<file path="src/rtl/core/sbc_pkg.sv">
package sbc_pkg;

   localparam int STACK_DEPTH_DEF = 16;
   localparam int BYTE_W          = 8;
   localparam int SENSOR_W        = 12;
   localparam int BUDGET_W        = 12;
   localparam int REQ_DATA_W      = 24;
   localparam logic [BUDGET_W-1:0] BUDGET_RESET = 12'd1024;

   localparam logic [BYTE_W-1:0] OP_NOP   = 8'h00;
   localparam logic [BYTE_W-1:0] OP_PUSH  = 8'h01;
   localparam logic [BYTE_W-1:0] OP_POP   = 8'h02;
   localparam logic [BYTE_W-1:0] OP_DUP   = 8'h03;
   localparam logic [BYTE_W-1:0] OP_SWAP  = 8'h04;
   localparam logic [BYTE_W-1:0] OP_ADD   = 8'h10;
   localparam logic [BYTE_W-1:0] OP_SUB   = 8'h11;
   localparam logic [BYTE_W-1:0] OP_MUL   = 8'h12;
   localparam logic [BYTE_W-1:0] OP_DIV   = 8'h13;
   localparam logic [BYTE_W-1:0] OP_NEG   = 8'h15;
   localparam logic [BYTE_W-1:0] OP_ABS   = 8'h16;
   localparam logic [BYTE_W-1:0] OP_LT    = 8'h22;
   localparam logic [BYTE_W-1:0] OP_GT    = 8'h23;
   localparam logic [BYTE_W-1:0] OP_LE    = 8'h24;
   localparam logic [BYTE_W-1:0] OP_GE    = 8'h25;
   localparam logic [BYTE_W-1:0] OP_RANGE = 8'h40;
   localparam logic [BYTE_W-1:0] OP_HALT  = 8'h54;
   localparam logic [BYTE_W-1:0] OP_NOP_A = 8'h60;
   localparam logic [BYTE_W-1:0] OP_NOP_B = 8'h61;
   localparam logic [BYTE_W-1:0] OP_CID   = 8'h63;

   typedef enum logic [2:0] {
      ST_OK,
      ST_UNDER,
      ST_OVER,
      ST_BADOP,
      ST_DIVZ,
      ST_NOOPND,
      ST_DEADLINE
   } status_type;

   typedef enum logic [1:0] {
      AW_NONE,
      AW_PUSH,
      AW_CID
   } await_type;

   typedef struct packed {
      logic       load;
      logic       start;
      logic       ignore;
      logic       operand;
      logic       exec;
      logic       halt;
      logic       set_await;
      await_type  await_code;
      logic       set_stat;
      status_type stat_code;
      logic       pop_a;
      logic       pop_b;
      logic       pop_c;
      logic       alu;
      logic       div_start;
      logic       div_load;
      logic       push;
      logic       push_a;
      logic       finish;
   } dp_cmd_type;

   typedef struct packed {
      logic              start_item;
      logic              finished;
      await_type         await_code;
      logic              over_budget;
      logic [BYTE_W-1:0] code_byte;
      logic              empty;
      logic              lt2;
      logic              full;
      logic              b_zero;
      logic              div_done;
   } dp_status_type;

endpackage

</file>
<file path="src/rtl/core/sbc_div.sv">
module sbc_div (
   input  logic              clock,
   input  logic              reset,
   input  logic              start,
   input  logic signed [7:0] dividend,
   input  logic signed [7:0] divisor,
   output logic              done,
   output logic signed [7:0] quotient
);
   logic       run_ff;
   logic [2:0] cnt_ff;
   logic [7:0] rem_ff;
   logic [7:0] quo_ff;
   logic [7:0] dsr_ff;
   logic       neg_ff;
   logic       done_ff;
   logic [8:0] shifted;
   logic [8:0] diff;
   logic       ge;
   logic [7:0] mag_a;
   logic [7:0] mag_b;

   assign mag_a   = dividend[7] ? 8'(-dividend) : dividend;
   assign mag_b   = divisor[7] ? 8'(-divisor) : divisor;
   assign shifted = {rem_ff, quo_ff[7]};
   assign diff    = shifted - {1'b0, dsr_ff};
   assign ge      = shifted >= {1'b0, dsr_ff};

   always_ff @(posedge clock) begin
      if (reset) begin
         run_ff  <= 1'b0;
         cnt_ff  <= '0;
         done_ff <= 1'b0;
      end else begin
         done_ff <= 1'b0;
         if (start) begin
            run_ff <= 1'b1;
            cnt_ff <= '0;
         end else if (run_ff) begin
            cnt_ff <= cnt_ff + 3'd1;
            if (cnt_ff == 3'd7) begin
               run_ff  <= 1'b0;
               done_ff <= 1'b1;
            end
         end
      end
   end

   always_ff @(posedge clock) begin
      if (start) begin
         rem_ff <= '0;
         quo_ff <= mag_a;
         dsr_ff <= mag_b;
         neg_ff <= dividend[7] ^ divisor[7];
      end else if (run_ff) begin
         rem_ff <= ge ? diff[7:0] : shifted[7:0];
         quo_ff <= {quo_ff[6:0], ge};
      end
   end

   assign done     = done_ff;
   assign quotient = neg_ff ? 8'(-quo_ff) : quo_ff;

endmodule

</file>
<file path="src/rtl/core/sbc_dpath.sv">
module sbc_dpath #(
   parameter  int STACK_DEPTH = sbc_pkg::STACK_DEPTH_DEF,
   localparam int DEPTH_W     = $clog2(STACK_DEPTH + 1),
   localparam int ADDR_W      = $clog2(STACK_DEPTH)
) (
   input  logic                          clock,
   input  logic                          reset,
   input  logic                          csr_we,
   input  logic [sbc_pkg::BUDGET_W-1:0]  csr_wdata,
   input  logic                          in_command,
   input  logic [sbc_pkg::BYTE_W-1:0]    in_code_byte,
   input  logic                          in_last,
   input  logic [sbc_pkg::SENSOR_W-1:0]  in_sensor,
   input  sbc_pkg::dp_cmd_type           cmd,
   output sbc_pkg::dp_status_type        st,
   output logic                          done_res,
   output sbc_pkg::status_type           status,
   output logic                          ignored,
   output logic [7:0]                    violation_mask,
   output logic [1:0]                    severity,
   output logic [sbc_pkg::BUDGET_W-1:0]  instruction_count,
   output logic signed [7:0]             top_value,
   output logic [DEPTH_W-1:0]            stack_depth
);
   import sbc_pkg::*;

   function automatic logic signed [7:0] sat127(input logic signed [15:0] v);
      logic signed [7:0] r;
      if (v < -16'sd127) r = -8'sd127;
      else if (v > 16'sd127) r = 8'sd127;
      else r = v[7:0];
      return r;
   endfunction

   logic signed [7:0]     mem [STACK_DEPTH];

   logic                  item_cmd_ff;
   logic [BYTE_W-1:0]     byte_ff;
   logic                  last_ff;
   logic [SENSOR_W-1:0]   sensor_ff;
   logic [BUDGET_W-1:0]   budget_ff;
   logic [DEPTH_W-1:0]    depth_ff;
   logic [7:0]            cid_ff;
   logic [7:0]            mask_ff;
   logic [BUDGET_W-1:0]   count_ff;
   await_type             await_ff;
   logic                  fin_ff;
   status_type            stat_ff;
   logic                  done_ff;
   logic                  ign_ff;
   logic [1:0]            sev_ff;
   logic                  live_ff;
   logic                  halt_ff;
   logic signed [7:0]     a_ff;
   logic signed [7:0]     b_ff;
   logic signed [7:0]     c_ff;
   logic signed [7:0]     top_ff;
   logic signed [15:0]    res_ff;

   logic [DEPTH_W-1:0]    depth_dec;
   logic [ADDR_W-1:0]     rd_addr;
   logic [ADDR_W-1:0]     wr_addr;
   logic signed [15:0]    xa;
   logic signed [15:0]    xb;
   logic signed [15:0]    alu_val;
   logic signed [15:0]    push_val;
   logic                  range_hit;
   logic [3:0]            ones;
   logic [1:0]            sev_val;
   logic                  div_done;
   logic signed [7:0]     div_q;

   assign depth_dec = depth_ff - DEPTH_W'(1);
   assign rd_addr   = depth_dec[ADDR_W-1:0];
   assign wr_addr   = depth_ff[ADDR_W-1:0];
   assign xa        = {{8{a_ff[7]}}, a_ff};
   assign xb        = {{8{b_ff[7]}}, b_ff};
   assign range_hit = (a_ff < b_ff) || (a_ff > c_ff);
   assign push_val  = cmd.push_a ? xa : res_ff;
   assign ones      = 4'($countones(mask_ff));

   always_comb begin
      if (ones == 4'd0) sev_val = 2'd0;
      else if (ones <= 4'd2) sev_val = 2'd1;
      else if (ones <= 4'd4) sev_val = 2'd2;
      else sev_val = 2'd3;
   end

   always_comb begin
      case (byte_ff)
         OP_ADD:   alu_val = xa + xb;
         OP_SUB:   alu_val = xa - xb;
         OP_MUL:   alu_val = xa * xb;
         OP_LT:    alu_val = {15'd0, a_ff < b_ff};
         OP_GT:    alu_val = {15'd0, a_ff > b_ff};
         OP_LE:    alu_val = {15'd0, a_ff <= b_ff};
         OP_GE:    alu_val = {15'd0, a_ff >= b_ff};
         OP_NEG:   alu_val = -xa;
         OP_ABS:   alu_val = a_ff[7] ? -xa : xa;
         OP_SWAP:  alu_val = xb;
         OP_RANGE: alu_val = {15'd0, range_hit};
         default:  alu_val = xa;
      endcase
   end

   sbc_div u_div (
      .clock    (clock),
      .reset    (reset),
      .start    (cmd.div_start),
      .dividend (a_ff),
      .divisor  (b_ff),
      .done     (div_done),
      .quotient (div_q)
   );

   // stack memory, one write and one read address
   always_ff @(posedge clock) begin
      if (cmd.push) mem[wr_addr] <= sat127(push_val);
   end

   always_ff @(posedge clock) begin
      if (cmd.pop_a) a_ff <= mem[rd_addr];
      if (cmd.pop_b) b_ff <= mem[rd_addr];
      if (cmd.pop_c) c_ff <= mem[rd_addr];
      if (cmd.finish && depth_ff != '0) top_ff <= mem[rd_addr];
   end

   always_ff @(posedge clock) begin
      if (cmd.load) begin
         item_cmd_ff <= in_command;
         byte_ff     <= in_code_byte;
         last_ff     <= in_last;
         sensor_ff   <= in_sensor;
      end
      if (cmd.start) begin
         res_ff <= (sensor_ff > SENSOR_W'(127)) ? 16'sd127 : {4'd0, sensor_ff};
      end else if (cmd.operand) begin
         res_ff <= {{8{byte_ff[7]}}, byte_ff};
      end else if (cmd.alu) begin
         res_ff <= alu_val;
      end else if (cmd.div_load) begin
         res_ff <= {{8{div_q[7]}}, div_q};
      end
   end

   always_ff @(posedge clock) begin
      if (reset) begin
         budget_ff <= BUDGET_RESET;
         depth_ff  <= '0;
         cid_ff    <= '0;
         mask_ff   <= '0;
         count_ff  <= '0;
         await_ff  <= AW_NONE;
         fin_ff    <= 1'b1;
         stat_ff   <= ST_OK;
         done_ff   <= 1'b0;
         ign_ff    <= 1'b0;
         sev_ff    <= '0;
         live_ff   <= 1'b0;
         halt_ff   <= 1'b0;
      end else begin
         if (csr_we) budget_ff <= csr_wdata;
         if (cmd.load) begin
            stat_ff <= ST_OK;
            done_ff <= 1'b0;
            ign_ff  <= 1'b0;
            sev_ff  <= '0;
            live_ff <= 1'b0;
            halt_ff <= 1'b0;
         end
         if (cmd.start) begin
            depth_ff <= '0;
            cid_ff   <= '0;
            mask_ff  <= '0;
            count_ff <= '0;
            await_ff <= AW_NONE;
            fin_ff   <= 1'b0;
         end
         if (cmd.ignore) ign_ff <= 1'b1;
         if (cmd.operand) begin
            live_ff  <= 1'b1;
            await_ff <= AW_NONE;
            if (await_ff == AW_CID) cid_ff <= byte_ff;
         end
         if (cmd.exec) begin
            live_ff  <= 1'b1;
            count_ff <= count_ff + BUDGET_W'(1);
         end
         if (cmd.halt) halt_ff <= 1'b1;
         if (cmd.set_await) await_ff <= cmd.await_code;
         if (cmd.set_stat) stat_ff <= cmd.stat_code;
         if (cmd.pop_a || cmd.pop_b || cmd.pop_c) depth_ff <= depth_dec;
         if (cmd.push) depth_ff <= depth_ff + DEPTH_W'(1);
         if (cmd.alu && byte_ff == OP_RANGE && range_hit && cid_ff < 8'd8) begin
            mask_ff[cid_ff[2:0]] <= 1'b1;
         end
         if (cmd.finish) begin
            if (stat_ff != ST_OK) begin
               done_ff  <= 1'b1;
               fin_ff   <= 1'b1;
               await_ff <= AW_NONE;
            end else if (live_ff && (halt_ff || last_ff)) begin
               done_ff <= 1'b1;
               fin_ff  <= 1'b1;
               if (await_ff != AW_NONE) begin
                  stat_ff  <= ST_NOOPND;
                  await_ff <= AW_NONE;
               end else begin
                  sev_ff <= sev_val;
               end
            end
         end
      end
   end

   always_comb begin
      st.start_item  = !item_cmd_ff;
      st.finished    = fin_ff;
      st.await_code  = await_ff;
      st.over_budget = count_ff >= budget_ff;
      st.code_byte   = byte_ff;
      st.empty       = depth_ff == '0;
      st.lt2         = depth_ff < DEPTH_W'(2);
      st.full        = depth_ff >= DEPTH_W'(STACK_DEPTH);
      st.b_zero      = b_ff == '0;
      st.div_done    = div_done;
   end

   assign done_res          = done_ff;
   assign status            = stat_ff;
   assign ignored           = ign_ff;
   assign violation_mask    = mask_ff;
   assign severity          = sev_ff;
   assign instruction_count = count_ff;
   assign top_value         = (depth_ff != '0) ? top_ff : '0;
   assign stack_depth       = depth_ff;

endmodule

</file>
<file path="src/rtl/core/sbc_ctrl.sv">
module sbc_ctrl (
   input  logic                   clock,
   input  logic                   reset,
   input  logic                   req_tvalid,
   input  logic                   out_free,
   input  sbc_pkg::dp_status_type st,
   output sbc_pkg::dp_cmd_type    cmd,
   output logic                   req_tready,
   output logic                   rsp_load
);
   import sbc_pkg::*;

   typedef enum logic [3:0] {
      S_IDLE,
      S_DECODE,
      S_POPC,
      S_POPB,
      S_POPA,
      S_ALU,
      S_DIVCHK,
      S_DIVW,
      S_PUSH1,
      S_PUSH2,
      S_FINISH,
      S_RESP
   } state_type;

   typedef enum logic [1:0] {
      PT_DROP,
      PT_ALU,
      PT_DIV
   } path_type;

   state_type state_ff, state_in;
   path_type  path_ff, path_in;
   logic      two_ff, two_in;
   logic      ready_ff;

   always_ff @(posedge clock) begin
      if (reset) begin
         state_ff <= S_IDLE;
         path_ff  <= PT_DROP;
         two_ff   <= 1'b0;
         ready_ff <= 1'b0;
      end else begin
         state_ff <= state_in;
         path_ff  <= path_in;
         two_ff   <= two_in;
         ready_ff <= state_in == S_IDLE;
      end
   end

   always_comb begin
      state_in = state_ff;
      path_in  = path_ff;
      two_in   = two_ff;
      cmd      = '0;
      rsp_load = 1'b0;
      case (state_ff)
         S_IDLE: begin
            if (req_tvalid && ready_ff) begin
               cmd.load = 1'b1;
               state_in = S_DECODE;
            end
         end
         S_DECODE: begin
            two_in = 1'b0;
            if (st.start_item) begin
               cmd.start = 1'b1;
               state_in  = S_PUSH1;
            end else if (st.finished) begin
               cmd.ignore = 1'b1;
               state_in   = S_FINISH;
            end else if (st.await_code != AW_NONE) begin
               cmd.operand = 1'b1;
               state_in    = (st.await_code == AW_PUSH) ? S_PUSH1 : S_FINISH;
            end else if (st.over_budget) begin
               cmd.set_stat  = 1'b1;
               cmd.stat_code = ST_DEADLINE;
               state_in      = S_FINISH;
            end else begin
               cmd.exec = 1'b1;
               state_in = S_FINISH;
               case (st.code_byte)
                  OP_NOP, OP_NOP_A, OP_NOP_B: state_in = S_FINISH;
                  OP_PUSH: begin
                     cmd.set_await  = 1'b1;
                     cmd.await_code = AW_PUSH;
                  end
                  OP_CID: begin
                     cmd.set_await  = 1'b1;
                     cmd.await_code = AW_CID;
                  end
                  OP_HALT: cmd.halt = 1'b1;
                  OP_POP: begin
                     path_in  = PT_DROP;
                     state_in = S_POPA;
                  end
                  OP_DUP, OP_NEG, OP_ABS: begin
                     if (st.empty) begin
                        cmd.set_stat  = 1'b1;
                        cmd.stat_code = ST_UNDER;
                     end else begin
                        path_in  = PT_ALU;
                        two_in   = st.code_byte == OP_DUP;
                        state_in = S_POPA;
                     end
                  end
                  OP_SWAP: begin
                     if (st.lt2) begin
                        cmd.set_stat  = 1'b1;
                        cmd.stat_code = ST_UNDER;
                     end else begin
                        path_in  = PT_ALU;
                        two_in   = 1'b1;
                        state_in = S_POPB;
                     end
                  end
                  OP_ADD, OP_SUB, OP_MUL, OP_LT, OP_GT, OP_LE, OP_GE: begin
                     path_in  = PT_ALU;
                     state_in = S_POPB;
                  end
                  OP_DIV: begin
                     path_in  = PT_DIV;
                     state_in = S_POPB;
                  end
                  OP_RANGE: begin
                     path_in  = PT_ALU;
                     state_in = S_POPC;
                  end
                  default: begin
                     cmd.set_stat  = 1'b1;
                     cmd.stat_code = ST_BADOP;
                  end
               endcase
            end
         end
         S_POPC, S_POPB, S_POPA: begin
            if (st.empty) begin
               cmd.set_stat  = 1'b1;
               cmd.stat_code = ST_UNDER;
               state_in      = S_FINISH;
            end else begin
               case (state_ff)
                  S_POPC: begin
                     cmd.pop_c = 1'b1;
                     state_in  = S_POPB;
                  end
                  S_POPB: begin
                     cmd.pop_b = 1'b1;
                     state_in  = S_POPA;
                  end
                  default: begin
                     cmd.pop_a = 1'b1;
                     case (path_ff)
                        PT_ALU:  state_in = S_ALU;
                        PT_DIV:  state_in = S_DIVCHK;
                        default: state_in = S_FINISH;
                     endcase
                  end
               endcase
            end
         end
         S_ALU: begin
            cmd.alu  = 1'b1;
            state_in = S_PUSH1;
         end
         S_DIVCHK: begin
            if (st.b_zero) begin
               cmd.set_stat  = 1'b1;
               cmd.stat_code = ST_DIVZ;
               state_in      = S_FINISH;
            end else begin
               cmd.div_start = 1'b1;
               state_in      = S_DIVW;
            end
         end
         S_DIVW: begin
            if (st.div_done) begin
               cmd.div_load = 1'b1;
               state_in     = S_PUSH1;
            end
         end
         S_PUSH1, S_PUSH2: begin
            if (st.full) begin
               cmd.set_stat  = 1'b1;
               cmd.stat_code = ST_OVER;
               state_in      = S_FINISH;
            end else begin
               cmd.push   = 1'b1;
               cmd.push_a = state_ff == S_PUSH2;
               state_in   = (state_ff == S_PUSH1 && two_ff) ? S_PUSH2 : S_FINISH;
            end
         end
         S_FINISH: begin
            cmd.finish = 1'b1;
            state_in   = S_RESP;
         end
         S_RESP: begin
            if (out_free) begin
               rsp_load = 1'b1;
               state_in = S_IDLE;
            end
         end
         default: state_in = S_IDLE;
      endcase
   end

   assign req_tready = ready_ff;

endmodule

</file>
<file path="src/rtl/core/saturating_stack_bytecode_checker_unit.sv">
// channel  dir  handshake               payload
// req      in   req_tvalid, req_tready  tdata code_byte, sample; tlast last_byte;
//                                       tuser command
// rsp      out  rsp_tvalid, rsp_tready  tdata status .. stack_depth; tlast done_res;
//                                       tuser ignored
// csr      in   csr_we                  csr_wdata instruction_budget
//
// one beat in flight at a time; each stack pop or push is its own step
// through the stack memory, as is the alu step
// a divide waits on the 8-step shift-subtract divider
// a finished result sits in the output register while the next req beat is taken
// reset is synchronous; the stack memory is not cleared, depth tracking guards reads
module saturating_stack_bytecode_checker_unit #(
   parameter  int STACK_DEPTH = sbc_pkg::STACK_DEPTH_DEF,
   localparam int DEPTH_W     = $clog2(STACK_DEPTH + 1),
   localparam int RSP_BITS    = 33 + DEPTH_W,
   localparam int RSP_DATA_W  = ((RSP_BITS + 7) / 8) * 8
) (
   input  logic                           clock,
   input  logic                           reset,
   input  logic                           req_tvalid,
   output logic                           req_tready,
   // code_byte [7:0], sample [19:8], zero pad
   input  logic [sbc_pkg::REQ_DATA_W-1:0] req_tdata,
   input  logic                           req_tlast,
   // command
   input  logic                           req_tuser,
   output logic                           rsp_tvalid,
   input  logic                           rsp_tready,
   // status, violation_mask, severity, instruction_count, top_value, stack_depth, zero pad
   output logic [RSP_DATA_W-1:0]          rsp_tdata,
   output logic                           rsp_tlast,
   // ignored
   output logic                           rsp_tuser,
   input  logic                           csr_we,
   input  logic [sbc_pkg::BUDGET_W-1:0]   csr_wdata
);
   import sbc_pkg::*;

   dp_cmd_type            cmd;
   dp_status_type         st;
   logic                  out_free;
   logic                  rsp_load;
   logic                  done_res;
   status_type            status;
   logic                  ignored;
   logic [7:0]            violation_mask;
   logic [1:0]            severity;
   logic [BUDGET_W-1:0]   instruction_count;
   logic signed [7:0]     top_value;
   logic [DEPTH_W-1:0]    stack_depth;
   logic [RSP_DATA_W-1:0] rsp_pack;

   logic                  rsp_valid_ff, rsp_valid_in;
   logic [RSP_DATA_W-1:0] rsp_data_ff;
   logic                  rsp_last_ff;
   logic                  rsp_user_ff;

   sbc_ctrl u_ctrl (
      .clock      (clock),
      .reset      (reset),
      .req_tvalid (req_tvalid),
      .out_free   (out_free),
      .st         (st),
      .cmd        (cmd),
      .req_tready (req_tready),
      .rsp_load   (rsp_load)
   );

   sbc_dpath #(
      .STACK_DEPTH (STACK_DEPTH)
   ) u_dpath (
      .clock             (clock),
      .reset             (reset),
      .csr_we            (csr_we),
      .csr_wdata         (csr_wdata),
      .in_command        (req_tuser),
      .in_code_byte      (req_tdata[BYTE_W-1:0]),
      .in_last           (req_tlast),
      .in_sensor         (req_tdata[BYTE_W+SENSOR_W-1:BYTE_W]),
      .cmd               (cmd),
      .st                (st),
      .done_res          (done_res),
      .status            (status),
      .ignored           (ignored),
      .violation_mask    (violation_mask),
      .severity          (severity),
      .instruction_count (instruction_count),
      .top_value         (top_value),
      .stack_depth       (stack_depth)
   );

   assign out_free = !rsp_valid_ff || rsp_tready;
   assign rsp_pack = RSP_DATA_W'({stack_depth, top_value, instruction_count,
                                  severity, violation_mask, status});

   always_comb begin
      if (rsp_load) rsp_valid_in = 1'b1;
      else if (rsp_tready) rsp_valid_in = 1'b0;
      else rsp_valid_in = rsp_valid_ff;
   end

   always_ff @(posedge clock) begin
      if (reset) begin
         rsp_valid_ff <= 1'b0;
      end else begin
         rsp_valid_ff <= rsp_valid_in;
      end
   end

   always_ff @(posedge clock) begin
      if (rsp_load) begin
         rsp_data_ff <= rsp_pack;
         rsp_last_ff <= done_res;
         rsp_user_ff <= ignored;
      end
   end

   assign rsp_tvalid = rsp_valid_ff;
   assign rsp_tdata  = rsp_data_ff;
   assign rsp_tlast  = rsp_last_ff;
   assign rsp_tuser  = rsp_user_ff;

endmodule

</file>
<file path="config.mk">
export PLATFORM = sky130hd
export DESIGN_NAME = saturating_stack_bytecode_checker_unit
export DESIGN_NICKNAME = d
export VERILOG_FILES = /design/src/rtl/core/sbc_pkg.sv /design/src/rtl/core/sbc_div.sv /design/src/rtl/core/sbc_dpath.sv /design/src/rtl/core/sbc_ctrl.sv /design/src/rtl/core/saturating_stack_bytecode_checker_unit.sv
export SDC_FILE = /design/constraint.sdc
export NUM_CORES = 1
export LEC_CHECK = 0
export BUFFER_PORTS_ARGS = -buffer_cell sky130_fd_sc_hd__buf_2
export CAP_MARGIN = 20
export CORE_ASPECT_RATIO = 0.8
export CORE_MARGIN = 8
export CORE_UTILIZATION = 60
export DETAILED_ROUTE_END_ITERATION = 8
export PLACE_DENSITY = 0.78
export SYNTH_ARGS = -nofsm -noshare
export SYNTH_HDL_FRONTEND = slang
export SYNTH_SLANG_ARGS = --single-unit
</file>
<file path="constraint.sdc">
create_clock -name clock -period 6.7 [get_ports clock]
set_clock_uncertainty 0.1 [all_clocks]
set_input_delay 0.67 -clock clock [delete_from_list [all_inputs] [get_ports clock]]
set_output_delay 0.67 -clock clock [all_outputs]
set_load 0.005 [all_outputs]
</file>
==> results of run 1 <==
[state kept, by name, indices dropped and copies added (netlist names), 3 cells and up]
register / cells
u_dpath.stack_depth: 5
u_dpath.instruction_count: 12
u_dpath.byte_ff: 8
u_dpath.status: 3
u_dpath.mem: 128
u_dpath.u_div.quo_ff: 8
u_dpath.u_div.dsr_ff: 8
u_dpath.u_div.rem_ff: 8
rsp_tdata: 38
u_dpath.sensor_ff: 12
u_dpath.violation_mask: 8
u_dpath.budget_ff: 12
u_dpath.c_ff: 8
u_dpath.u_div.cnt_ff: 3
u_dpath.cid_ff: 8
u_ctrl.state_ff: 4
u_dpath.a_ff: 8
u_dpath.res_ff: 16
u_dpath.b_ff: 8
u_dpath.top_ff: 8
[metrics by stage]
step           hold slack, ns  utilization  cell area (um2)  power, uW  std cells
6_report                0.213        0.671            21000       7690       2193
3_3_place_gp            0.319        0.633            19800       5560       2126
3_5_place_dp            0.317        0.633            19900       5670       2128
2_1_floorplan           0.306            -            19000       4860       1682
4_1_cts                 0.205        0.671            21000       7680       2192
5_1_grt                 0.206        0.671            21000       8090       2193
[cells by family after synthesis]
| logic type | Yosys count | share of synthesized area |
|---|---|---|
| mux | 63 | 0.0597 |
| compound gates | 326 | 0.118 |
| other cells | 1 | 0.000197 |
| xor+xnor | 37 | 0.0170 |
| fa+ha+maj | 163 | 0.132 |
| flops | 334 | 0.485 |
| buf+inv | 251 | 0.0514 |
| simple gates | 506 | 0.136 |
[worst max path at each step]
stage / start / to / slack (ns) / depth (start not counted)
final: u_dpath.a_ff[4] / u_dpath.res_ff[15] / 1.22 / 16
after global routing: u_dpath.a_ff[4] / u_dpath.res_ff[11] / 1.06 / 17
after CTS: u_dpath.a_ff[4] / u_dpath.res_ff[15] / 1.31 / 16
after detailed placement: u_dpath.a_ff[4] / u_dpath.res_ff[15] / 1.36 / 16
after global placement: u_dpath.a_ff[4] / u_dpath.res_ff[15] / 1.41 / 16
after floorplan: u_dpath.a_ff[7] / u_dpath.res_ff[14] / 1.52 / 19
[layout make-up]
cell class / count / area (um2)
fill: 2269 / 10300
sequential: 334 / 9240
multi-input combinational: 1097 / 8840
clock buffer: 43 / 936
inverter: 169 / 634
timing repair buffer: 109 / 618
tap: 420 / 526
clock inverter: 21 / 250
[metal layers]
layer | part of all wire | up-vias | wire, um
met5 | 0 | - | 0
met3 | 0.088 | 103 | 4340
met2 | 0.47 | 695 | 23000
li1 | - | 6263 | -
met4 | 0.025 | 0 | 1220
met1 | 0.42 | 6858 | 20700
[power by group through the flow]
stage               registers [uW]  clock network (uW)  logic, uW
floorplan                     2580                   0       2280
global route                  2620                2080       3390
global placement              2640                   0       2920
detailed placement            2650                   0       3020
CTS                           2600                2010       3060
finish                        2610                1990       3090
[worst max-delay path: stages, from the launching register on]
cell	delay, ns
edfxtp_1	0.71
ha_1	0.39
inv_1	0.10
fa_1	0.54
inv_1	0.05
fa_1	0.48
fa_1	0.57
inv_1	0.07
fa_1	0.55
inv_1	0.05
ha_1	0.37
or3_1	0.40
o2111ai_1	0.16
a31oi_1	0.17
xnor2_1	0.19
nand2_1	0.07
a31oi_1	0.30
[cells in the final DEF, fill, tap and decap left out, types with 16 or more instances in the layout]
cell type,instances
ha_1,101
clkbuf_16,35
nor2_1,129
edfxtp_1,255
a31oi_1,26
dfxtp_1,78
xnor2_1,27
inv_1,166
and2_1,35
o21ai_0,50
nand2_1,103
buf_4,29
buf_2,80
or3_1,16
a21oi_1,82
mux4_2,40
fa_1,62
nor2b_1,16
nand2b_1,16
mux2i_1,19
nand3_1,59
nor3_1,44
==> reports/metrics.csv, run 1 <==
metric;value;unit
r2r-end;u_dpath.res_ff[15];
overflow;0;
coreArea;31400;um2
numCtsBuffers;35;
peakVddDrop;0.334;mV
clockBufferDepth;3;
ant_nets;0;
area_delta_synth_final;10.6;%
p_clk_frac;0.259;
worstPathRequired;6.92;ns
slew_viol_final;0;
switchingPower;2750;uW
hold_path_class;in -> reg;
grt_pass1_vias;13932;
r2r.worst_path.cells;16;
crit_arrival;5.70;ns
cap_violations;0;
wirelength;49.3;mm
num_rows;58;
startpoint_type;flip-flop;
setup_viol_count_final;0;
hold-path-endpoint;u_dpath.item_cmd_ff;
worst_pin_slew;1.01;ns
place.gp.congestion;0.965;
cts_setup_buffers;0;
synth_common_cells;edfxtp_1 (255), inv_1 (166), nor2_1 (129);
clkLatencyLatePin;0.54;ns
hold_viol_final;0;
diodes;0;
synth_ff_type;edfxtp_1;
dp_slack;1.36;ns
swShare;0.358;
ys_top_cells_by_area;edfxtp_1 (40%), dfxtp_1 (8.3%), ha_1 (6.6%);
async_flop_share;0;
die_w;215;um
via_per_inst;6.35;
drt-initial-drc-count;1576;
synth_top_area_frac;0.402;
ys_warn_count;0;
io-pin-count;87;
syn_avg_cell_area;11.3;um2
yosysSeqAreaShare;0.485;
met2_usage;0.413;
cts-root-buf;clkbuf_16;
holdCritStartpoint;req_tuser;
postCtsHoldBufs;0;
busiest_layer;met2;
cts_tree;done;
comb_power_share;0.401;
dieArea;37700;um2
initial_core_util;0.607;
crit_type;reg -> reg;
synth-edff-count;255;
p_seq_frac;0.339;
clock-sinks;334;
grt_use_total;0.255;
synth_top_area_cell;edfxtp_1;
vias;13919;
pwr_density_cell;365;nW/um2
cp-end-kind;flip-flop;
fmax;0.183;GHz
r2r_start;u_dpath.a_ff[4];
finalSetupTns;0;ns
die_y;175;um
drive_gt1_frac;0.143;
grt_pass1_wl;76.8;mm
grtUsageMet3;0.0440;
rsz0062_at_grt;no;
wire_per_inst;22.5;um
io_buffers;80;
yosysUniqueCellTypes;93;
drc_errors;0;
status;complete, no violations;
fin_crit;5.48;ns
firstDrtPassIters;6;
ys_ff_latch;334;
p_int;4940;uW
grt_max_degree;65;
r2r_slack;1.22;ns
netlist_area;19000;um2
dp_hpwl;35.0;mm
period_share;0.818;
setup_slack;1.22;ns
clk_pin_slew_worst_paths;0.06;ns
slew_headroom;0.326;
path_max_fanout;10;
synthCells;1681;
hold_path_depth;1;
p_leak;0.00794;uW
htreeDepth;2;
nNetsFinal;1952;
yosysMostFrequentCell;edfxtp_1;
grtUsageMet1;0.352;
cts_resized;0;
antenna_found_initial;1;
Power figures use the tool's default switching activity.
==> run 2: changes to the inputs <==
--- a/config.mk
+++ b/config.mk
@@ -9,9 +9,9 @@
 export CAP_MARGIN = 20
 export CORE_ASPECT_RATIO = 0.8
 export CORE_MARGIN = 8
-export CORE_UTILIZATION = 60
+export CORE_UTILIZATION = 56
 export DETAILED_ROUTE_END_ITERATION = 8
-export PLACE_DENSITY = 0.78
+export PLACE_DENSITY = 0.77
 export SYNTH_ARGS = -nofsm -noshare
 export SYNTH_HDL_FRONTEND = slang
 export SYNTH_SLANG_ARGS = --single-unit
==> constraint.sdc (replaced) <==
create_clock -name clock -period 4.4 [get_ports clock]
set_clock_uncertainty 0.1 [all_clocks]
set_input_delay 0.44 -clock clock [delete_from_list [all_inputs] [get_ports clock]]
set_output_delay 0.44 -clock clock [all_outputs]
set_load 0.005 [all_outputs]
==> run 2 against run 1 <==
The flow now finishes with violations (setup timing). Register-to-register slack got worse by 1.5 ns. Non-clock buffer count rose by 124. Power rose by 73%. Count of clock-buffer cells in the layout rose by 3. Combinational power rose by 110%. Worst hold slack got worse by 0.16 ns. Critical path type unchanged. Critical endpoint is now u_dpath.res_ff[14]. Largest cell class unchanged.
==> reports/metrics.csv, run 2 (synthesis results as in run 1) <==
metric;value;unit
slowest_stage;fa_1;
comb_power_share;0.481;
drive_gt1_frac;0.226;
place.gp.congestion;0.955;
largest_reg_flops;128;
drc_errors;0;
peakVddDrop;0.573;mV
dieArea;40200;um2
fin_crit;4.69;ns
grt_pass1_vias;14504;
cap_violations;0;
dpl_cell_area;20700;um2
io_buffers;80;
r2r.worst_path.cells;17;
worstPathCellList;ha_2, inv_2, fa_1, inv_1, fa_1, fa_1, inv_2, fa_1, inv_2, ha_4, nand2_4, a21bo_4, nand3_2, a41oi_2, xnor2_2, a211oi_2, o21bai_1;
setup_viol_count_final;9;
hold_path_depth;3;
die_w;222;um
worstPathRequired;4.55;ns
coreArea;33600;um2
cp_slowest_stage_delay;0.53;ns
clock-sinks;334;
grt_use_total;0.251;
numCtsBuffers;35;
grt_pass1_wl;80.6;mm
path_max_fanout;6;
swShare;0.369;
seq_area;9240;um2
area_delta_synth_final;17.8;%
fill_cells;2412;
wire_per_inst;22.0;um
hold_path_class;in -> reg;
final_cell_area;22400;um2
startpoint_type;flip-flop;
num_rows;60;
cts_tree;done;
finalSetupTns;-1.18;ns
antenna_found_initial;1;
fmax;0.213;GHz
wirelength;51.3;mm
p_clk_frac;0.220;
crit_buf_inv;4;
io-pin-count;87;
holdCritStartpoint;csr_wdata[7];
multiInputGateArea;9210;um2
fin_util;0.668;
clk_pin_slew_worst_paths;0.07;ns
status;complete, but fails checks;
clkLatencyLatePin;0.54;ns
ant_nets;0;
worst_pin_slew;1.06;ns
p_int;8380;uW
holdWs;0.0536;ns
rsz0062_at_grt;yes;
r2r_slack;-0.29;ns
p_leak;0.00854;uW
period_share;1.07;
pwr_density_cell;592;nW/um2
switchingPower;4890;uW
cpMostUsedCell;fa_1;
overflow;0;
nNetsFinal;2076;
drt-initial-drc-count;1702;
htreeDepth;2;
via_per_inst;6.19;
cp-end-kind;flip-flop;
clockBufferDepth;3;
hold-path-endpoint;u_dpath.budget_ff[7];
violations;setup timing;
final_cell_mix;edfxtp_1 (255), inv_1 (149), buf_4 (123), nor2_1 (121), nand2_1 (101);
grt_max_degree;47;
slew_headroom;0.289;
cts-root-buf;clkbuf_16;
slew_viol_final;0;
initial_core_util;0.567;
crit_arrival;4.85;ns
crit_type;reg -> reg;
firstDrtPassIters;5;
path_delay_family;adder cells;
r2r-end;u_dpath.res_ff[14];
layout_commonest_cell;edfxtp_1;
setup_slack;-0.295;ns
diodes;0;
p_seq_frac;0.298;
regMostFlops;u_dpath.mem;
die_y;181;um
dp_hpwl;36.6;mm
vias;14424;
r2r_start;u_dpath.b_ff[4];
hold_viol_final;0;
-- run 2: changes by cell type in the layout (fill, tap and decap cells not counted), moves of 7 or more --
cell,previous run,this run
inv_1,166,149
buf_6,0,7
dlygate4sd3_1,0,22
ha_4,0,10
buf_4,29,123
ha_1,101,87
inv_2,1,15
nor2_1,129,121
-- run 2: timing repair --
action	in CTS	in global routing
setup buffers	13	10
pin swaps	49	13
resized for setup	40	17
hold buffers	22	0
endpoints found under the setup margin	11	11
hold endpoints to repair	22	0
-- run 2: layout make-up --
class | count | area share
well taps | 434 | 0.0242
flip-flops and latches | 334 | 0.412
clock inverters | 18 | 0.00675
inverters | 169 | 0.0287
repair buffers | 233 | 0.0733
multi-input cells | 1097 | 0.411
clock buffers | 46 | 0.0440
-- run 2: worst register-to-register path, stage by stage (launching register included) --
cell and delay (ns):
edfxtp_1 0.45, ha_2 0.25, inv_2 0.05, fa_1 0.53, inv_1 0.06, fa_1 0.48
fa_1 0.53, inv_2 0.05, fa_1 0.52, inv_2 0.05, ha_4 0.31, nand2_4 0.06
a21bo_4 0.21, nand3_2 0.09, a41oi_2 0.16, xnor2_2 0.19, a211oi_2 0.23, o21bai_1 0.10
-- run 2: how the worst max path moves through the flow --
stage | to | cells after the start | startpoint | slack, ns
after floorplan | u_dpath.res_ff[15] | 17 | u_dpath.a_ff[7] | -0.18
after global placement | u_dpath.res_ff[14] | 17 | u_dpath.b_ff[4] | -0.19
after detailed placement | u_dpath.res_ff[14] | 17 | u_dpath.b_ff[4] | -0.31
after CTS | u_dpath.res_ff[14] | 17 | u_dpath.a_ff[5] | -0.20
after global routing | u_dpath.res_ff[14] | 18 | u_dpath.b_ff[4] | -0.40
final | u_dpath.res_ff[14] | 17 | u_dpath.b_ff[4] | -0.29
-- run 2: routing by layer --
layer	vias to the layer above	GRT usage	share of wire
met1	7087	0.343	0.42
met4	0	0.0728	0.026
met3	108	0.0439	0.081
met2	694	0.409	0.47
met5	-	0	0
li1	6535	-	-
-- run 2: power groups by stage --
stage               Combinational [uW]  Sequential (uW)  Clock, uW
detailed placement                5700             4020          0
global route                      6920             3980       3060
CTS                               6110             3950       2950
finish                            6390             3960       2930
global placement                  5560             4010          0
floorplan                         3910             3930          0
-- run 2: stage by stage --
stage | total power, uW | std cells | setup WS [ns]
after CTS | 13000 | 2320 | -0.199
after global routing | 14000 | 2331 | -0.403
after floorplan | 7840 | 1682 | -0.182
after detailed placement | 9730 | 2221 | -0.311
after global placement | 9570 | 2221 | -0.189
final | 13300 | 2331 | -0.295
==> run 3: changes to the inputs <==
--- a/config.mk
+++ b/config.mk
@@ -9,9 +9,11 @@
 export CAP_MARGIN = 20
 export CORE_ASPECT_RATIO = 0.8
 export CORE_MARGIN = 8
-export CORE_UTILIZATION = 56
+export CORE_UTILIZATION = 58
+export CTS_BUF_LIST = sky130_fd_sc_hd__clkbuf_4 sky130_fd_sc_hd__clkbuf_8
 export DETAILED_ROUTE_END_ITERATION = 8
-export PLACE_DENSITY = 0.77
+export PLACE_DENSITY = 0.79
 export SYNTH_ARGS = -nofsm -noshare
 export SYNTH_HDL_FRONTEND = slang
+export SYNTH_HIERARCHICAL = 1
 export SYNTH_SLANG_ARGS = --single-unit
==> run 3 against run 2 <==
Via count grew 4.1%. The flow still finishes with violations (setup timing). Design area up 3.6%. Critical endpoint is now u_dpath/res_ff[14]. Count of clock-buffer cells in the layout is 24 higher.
==> reports/metrics.csv, run 3 <==
metric;value;unit
crit_arrival;5.04;ns
violations;setup timing;
layout_commonest_cell;edfxtp_1;
worstPathCellList;buf_6, nand2_1, fa_1, fa_1, inv_1, fa_1, inv_2, fa_1, inv_2, ha_4, nand3_2, o22ai_2, o41a_1, a31oi_2, xnor2_1, a221oi_2, o21ai_1;
synth-adder-area-share;0.129;
synth_top_area_cell;edfxtp_1;
p_leak;0.00897;uW
synth_common_cells;edfxtp_1 (255), nor2_1 (169), inv_1 (165);
setup_slack;-0.432;ns
drc_errors;0;
worstPathRequired;4.61;ns
synth_compound_area_frac;0.108;
ys_top_cells_by_area;edfxtp_1 (39%), dfxtp_1 (8.0%), ha_1 (6.7%);
synth_top_family_by_area;simple AND/OR/NAND/NOR gates;
area_delta_synth_final;18.0;%
ys_ff_latch;334;
synth-edff-count;255;
worst_pin_slew;1.07;ns
initial_core_util;0.586;
wire_per_inst;21.1;um
cp-end-kind;flip-flop;
overflow;0;
place.gp.congestion;0.952;
grt_pass1_wl;81.0;mm
fin_util;0.692;
wirelength;52.3;mm
rsz0062_at_grt;yes;
slew_headroom;0.285;
vias;15021;
hold_path_depth;3;
via_per_inst;6.07;
regMostFlops;u_dpath/mem;
startpoint_type;flip-flop;
yosysSeqAreaShare;0.470;
grt_use_total;0.253;
r2r-end;u_dpath/res_ff[14];
pwr_density_cell;430;nW/um2
clock-sinks;334;
r2r_slack;-0.43;ns
slowest_stage;fa_1;
hold-path-endpoint;rsp_tvalid;
grt_max_degree;42;
ant_nets;0;
dpl_cell_area;21200;um2
fin_crit;4.83;ns
firstDrtPassIters;6;
grt_pass1_vias;14476;
syn_avg_cell_area;11.0;um2
synthMuxAreaShare;0.0601;
dp_hpwl;36.5;mm
synthCells;1784;
nNetsFinal;2209;
num_rows;60;
peakVddDrop;0.419;mV
numCtsBuffers;51;
clkLatencyLatePin;0.61;ns
hold_path_class;in -> reg;
ys_warn_count;6;
status;complete, but fails checks;
die_w;222;um
clockBufferDepth;3;
drive_gt1_frac;0.236;
setup_viol_count_final;9;
dieArea;40100;um2
hold_viol_final;0;
path_max_fanout;6;
cp_slowest_stage_delay;0.55;ns
synth_ff_type;edfxtp_1;
cpMostUsedCell;fa_1;
drt-initial-drc-count;1733;
synth_xor_area_frac;0.0267;
final_cell_mix;edfxtp_1 (255), nor2_1 (157), inv_1 (143), buf_4 (121), nand2_1 (101);
slew_viol_final;0;
cts_tree;done;
fmax;0.207;GHz
period_share;1.10;
cap_violations;0;
coreArea;33600;um2
clk_pin_slew_worst_paths;0.07;ns
netlist_area;19700;um2
yosysUniqueCellTypes;91;
synth-simple-area-share;0.152;
final_cell_area;23200;um2
r2r_start;u_dpath/b_ff[6];
io_buffers;80;
htreeDepth;2;
cts-root-buf;clkbuf_8;
synth_top_area_frac;0.389;
crit_type;reg -> reg;
holdCritStartpoint;rsp_tready;
antenna_found_initial;2;
die_y;181;um
yosysMostFrequentCell;edfxtp_1;
io-pin-count;87;
largest_reg_flops;128;
r2r.worst_path.cells;17;
async_flop_share;0;
-- run 3: kinds of logic after synthesis --
logic type               after synthesis
AND/OR/NAND/NOR                      576
other                                  1
buffers and inverters                258
adder cells (fa/ha/maj)              166
multiplexers                          68
XOR/XNOR                              60
AO/OA/AOI/OAI                        321
flip-flops                           334
-- run 3: worst max-delay path by stage --
stage                          startpoint                  to  depth (start not counted)
after global routing      u_dpath/a_ff[6]  u_dpath/res_ff[14]                         17
final                     u_dpath/b_ff[6]  u_dpath/res_ff[14]                         17
after global placement    u_dpath/b_ff[4]  u_dpath/res_ff[14]                         17
after floorplan           u_dpath/a_ff[7]  u_dpath/res_ff[14]                         19
after CTS                 u_dpath/a_ff[6]  u_dpath/res_ff[14]                         17
after detailed placement  u_dpath/b_ff[4]  u_dpath/res_ff[14]                         17
-- run 3: worst max-delay path, delay by kind of cell (launching register included) --
family	cells	cell delay (ns)
DFF	1	0.51
buffers and inverters	4	0.31
xor gates and xnor gates	1	0.16
adders and majority gates	5	2.34
AOI/OAI and AO/OA	5	0.92
and+or+nand+nor	2	0.17
-- run 3: timing repair --
item / in CTS / in global routing
hold buffers: 34 / 0
hold endpoints to repair: 34 / 0
setup endpoints to repair: 9 / 12
resized for setup: 62 / 34
pin swaps: 42 / 24
setup buffers: 22 / 8
-- run 3: metrics by stage --
stage,total power [uW],instances,worst slack [ns],TNS (ns),hold WS (ns)
floorplan,6130,1785,-0.454,-1.77,0.306
global placement,7090,2312,-0.439,-2.45,0.325
detailed placement,7170,2312,-0.596,-3.36,0.333
CTS,9920,2460,-0.394,-2.08,0.0348
global route,10400,2476,-0.539,-3.95,0.0461
finish,9990,2476,-0.432,-2.55,0.0784
-- run 3: power breakdown --
group	switching (uW)	total (uW)	internal [uW]
combinational	2000	3350	1340
clock	1250	2640	1400
sequential	197	4000	3800
-- run 3: final cells by class --
cell class | count | area, um2
Antenna cell | 2 | 5.00
Clock buffer | 70 | 857
Clock inverter | 23 | 181
Fill cell | 2355 | 10300
Inverter | 168 | 647
Multi-Input combinational cell | 1193 | 9890
Sequential cell | 334 | 9240
Tap cell | 434 | 543
Timing Repair Buffer | 252 | 1860
-- run 3: metal layers --
| metal | global-route usage | wire, um |
|---|---|---|
| met5 | 0 | 0 |
| met1 | 0.352 | 22000 |
| met2 | 0.395 | 24000 |
| met4 | 0.0919 | 1710 |
| met3 | 0.0489 | 4600 |
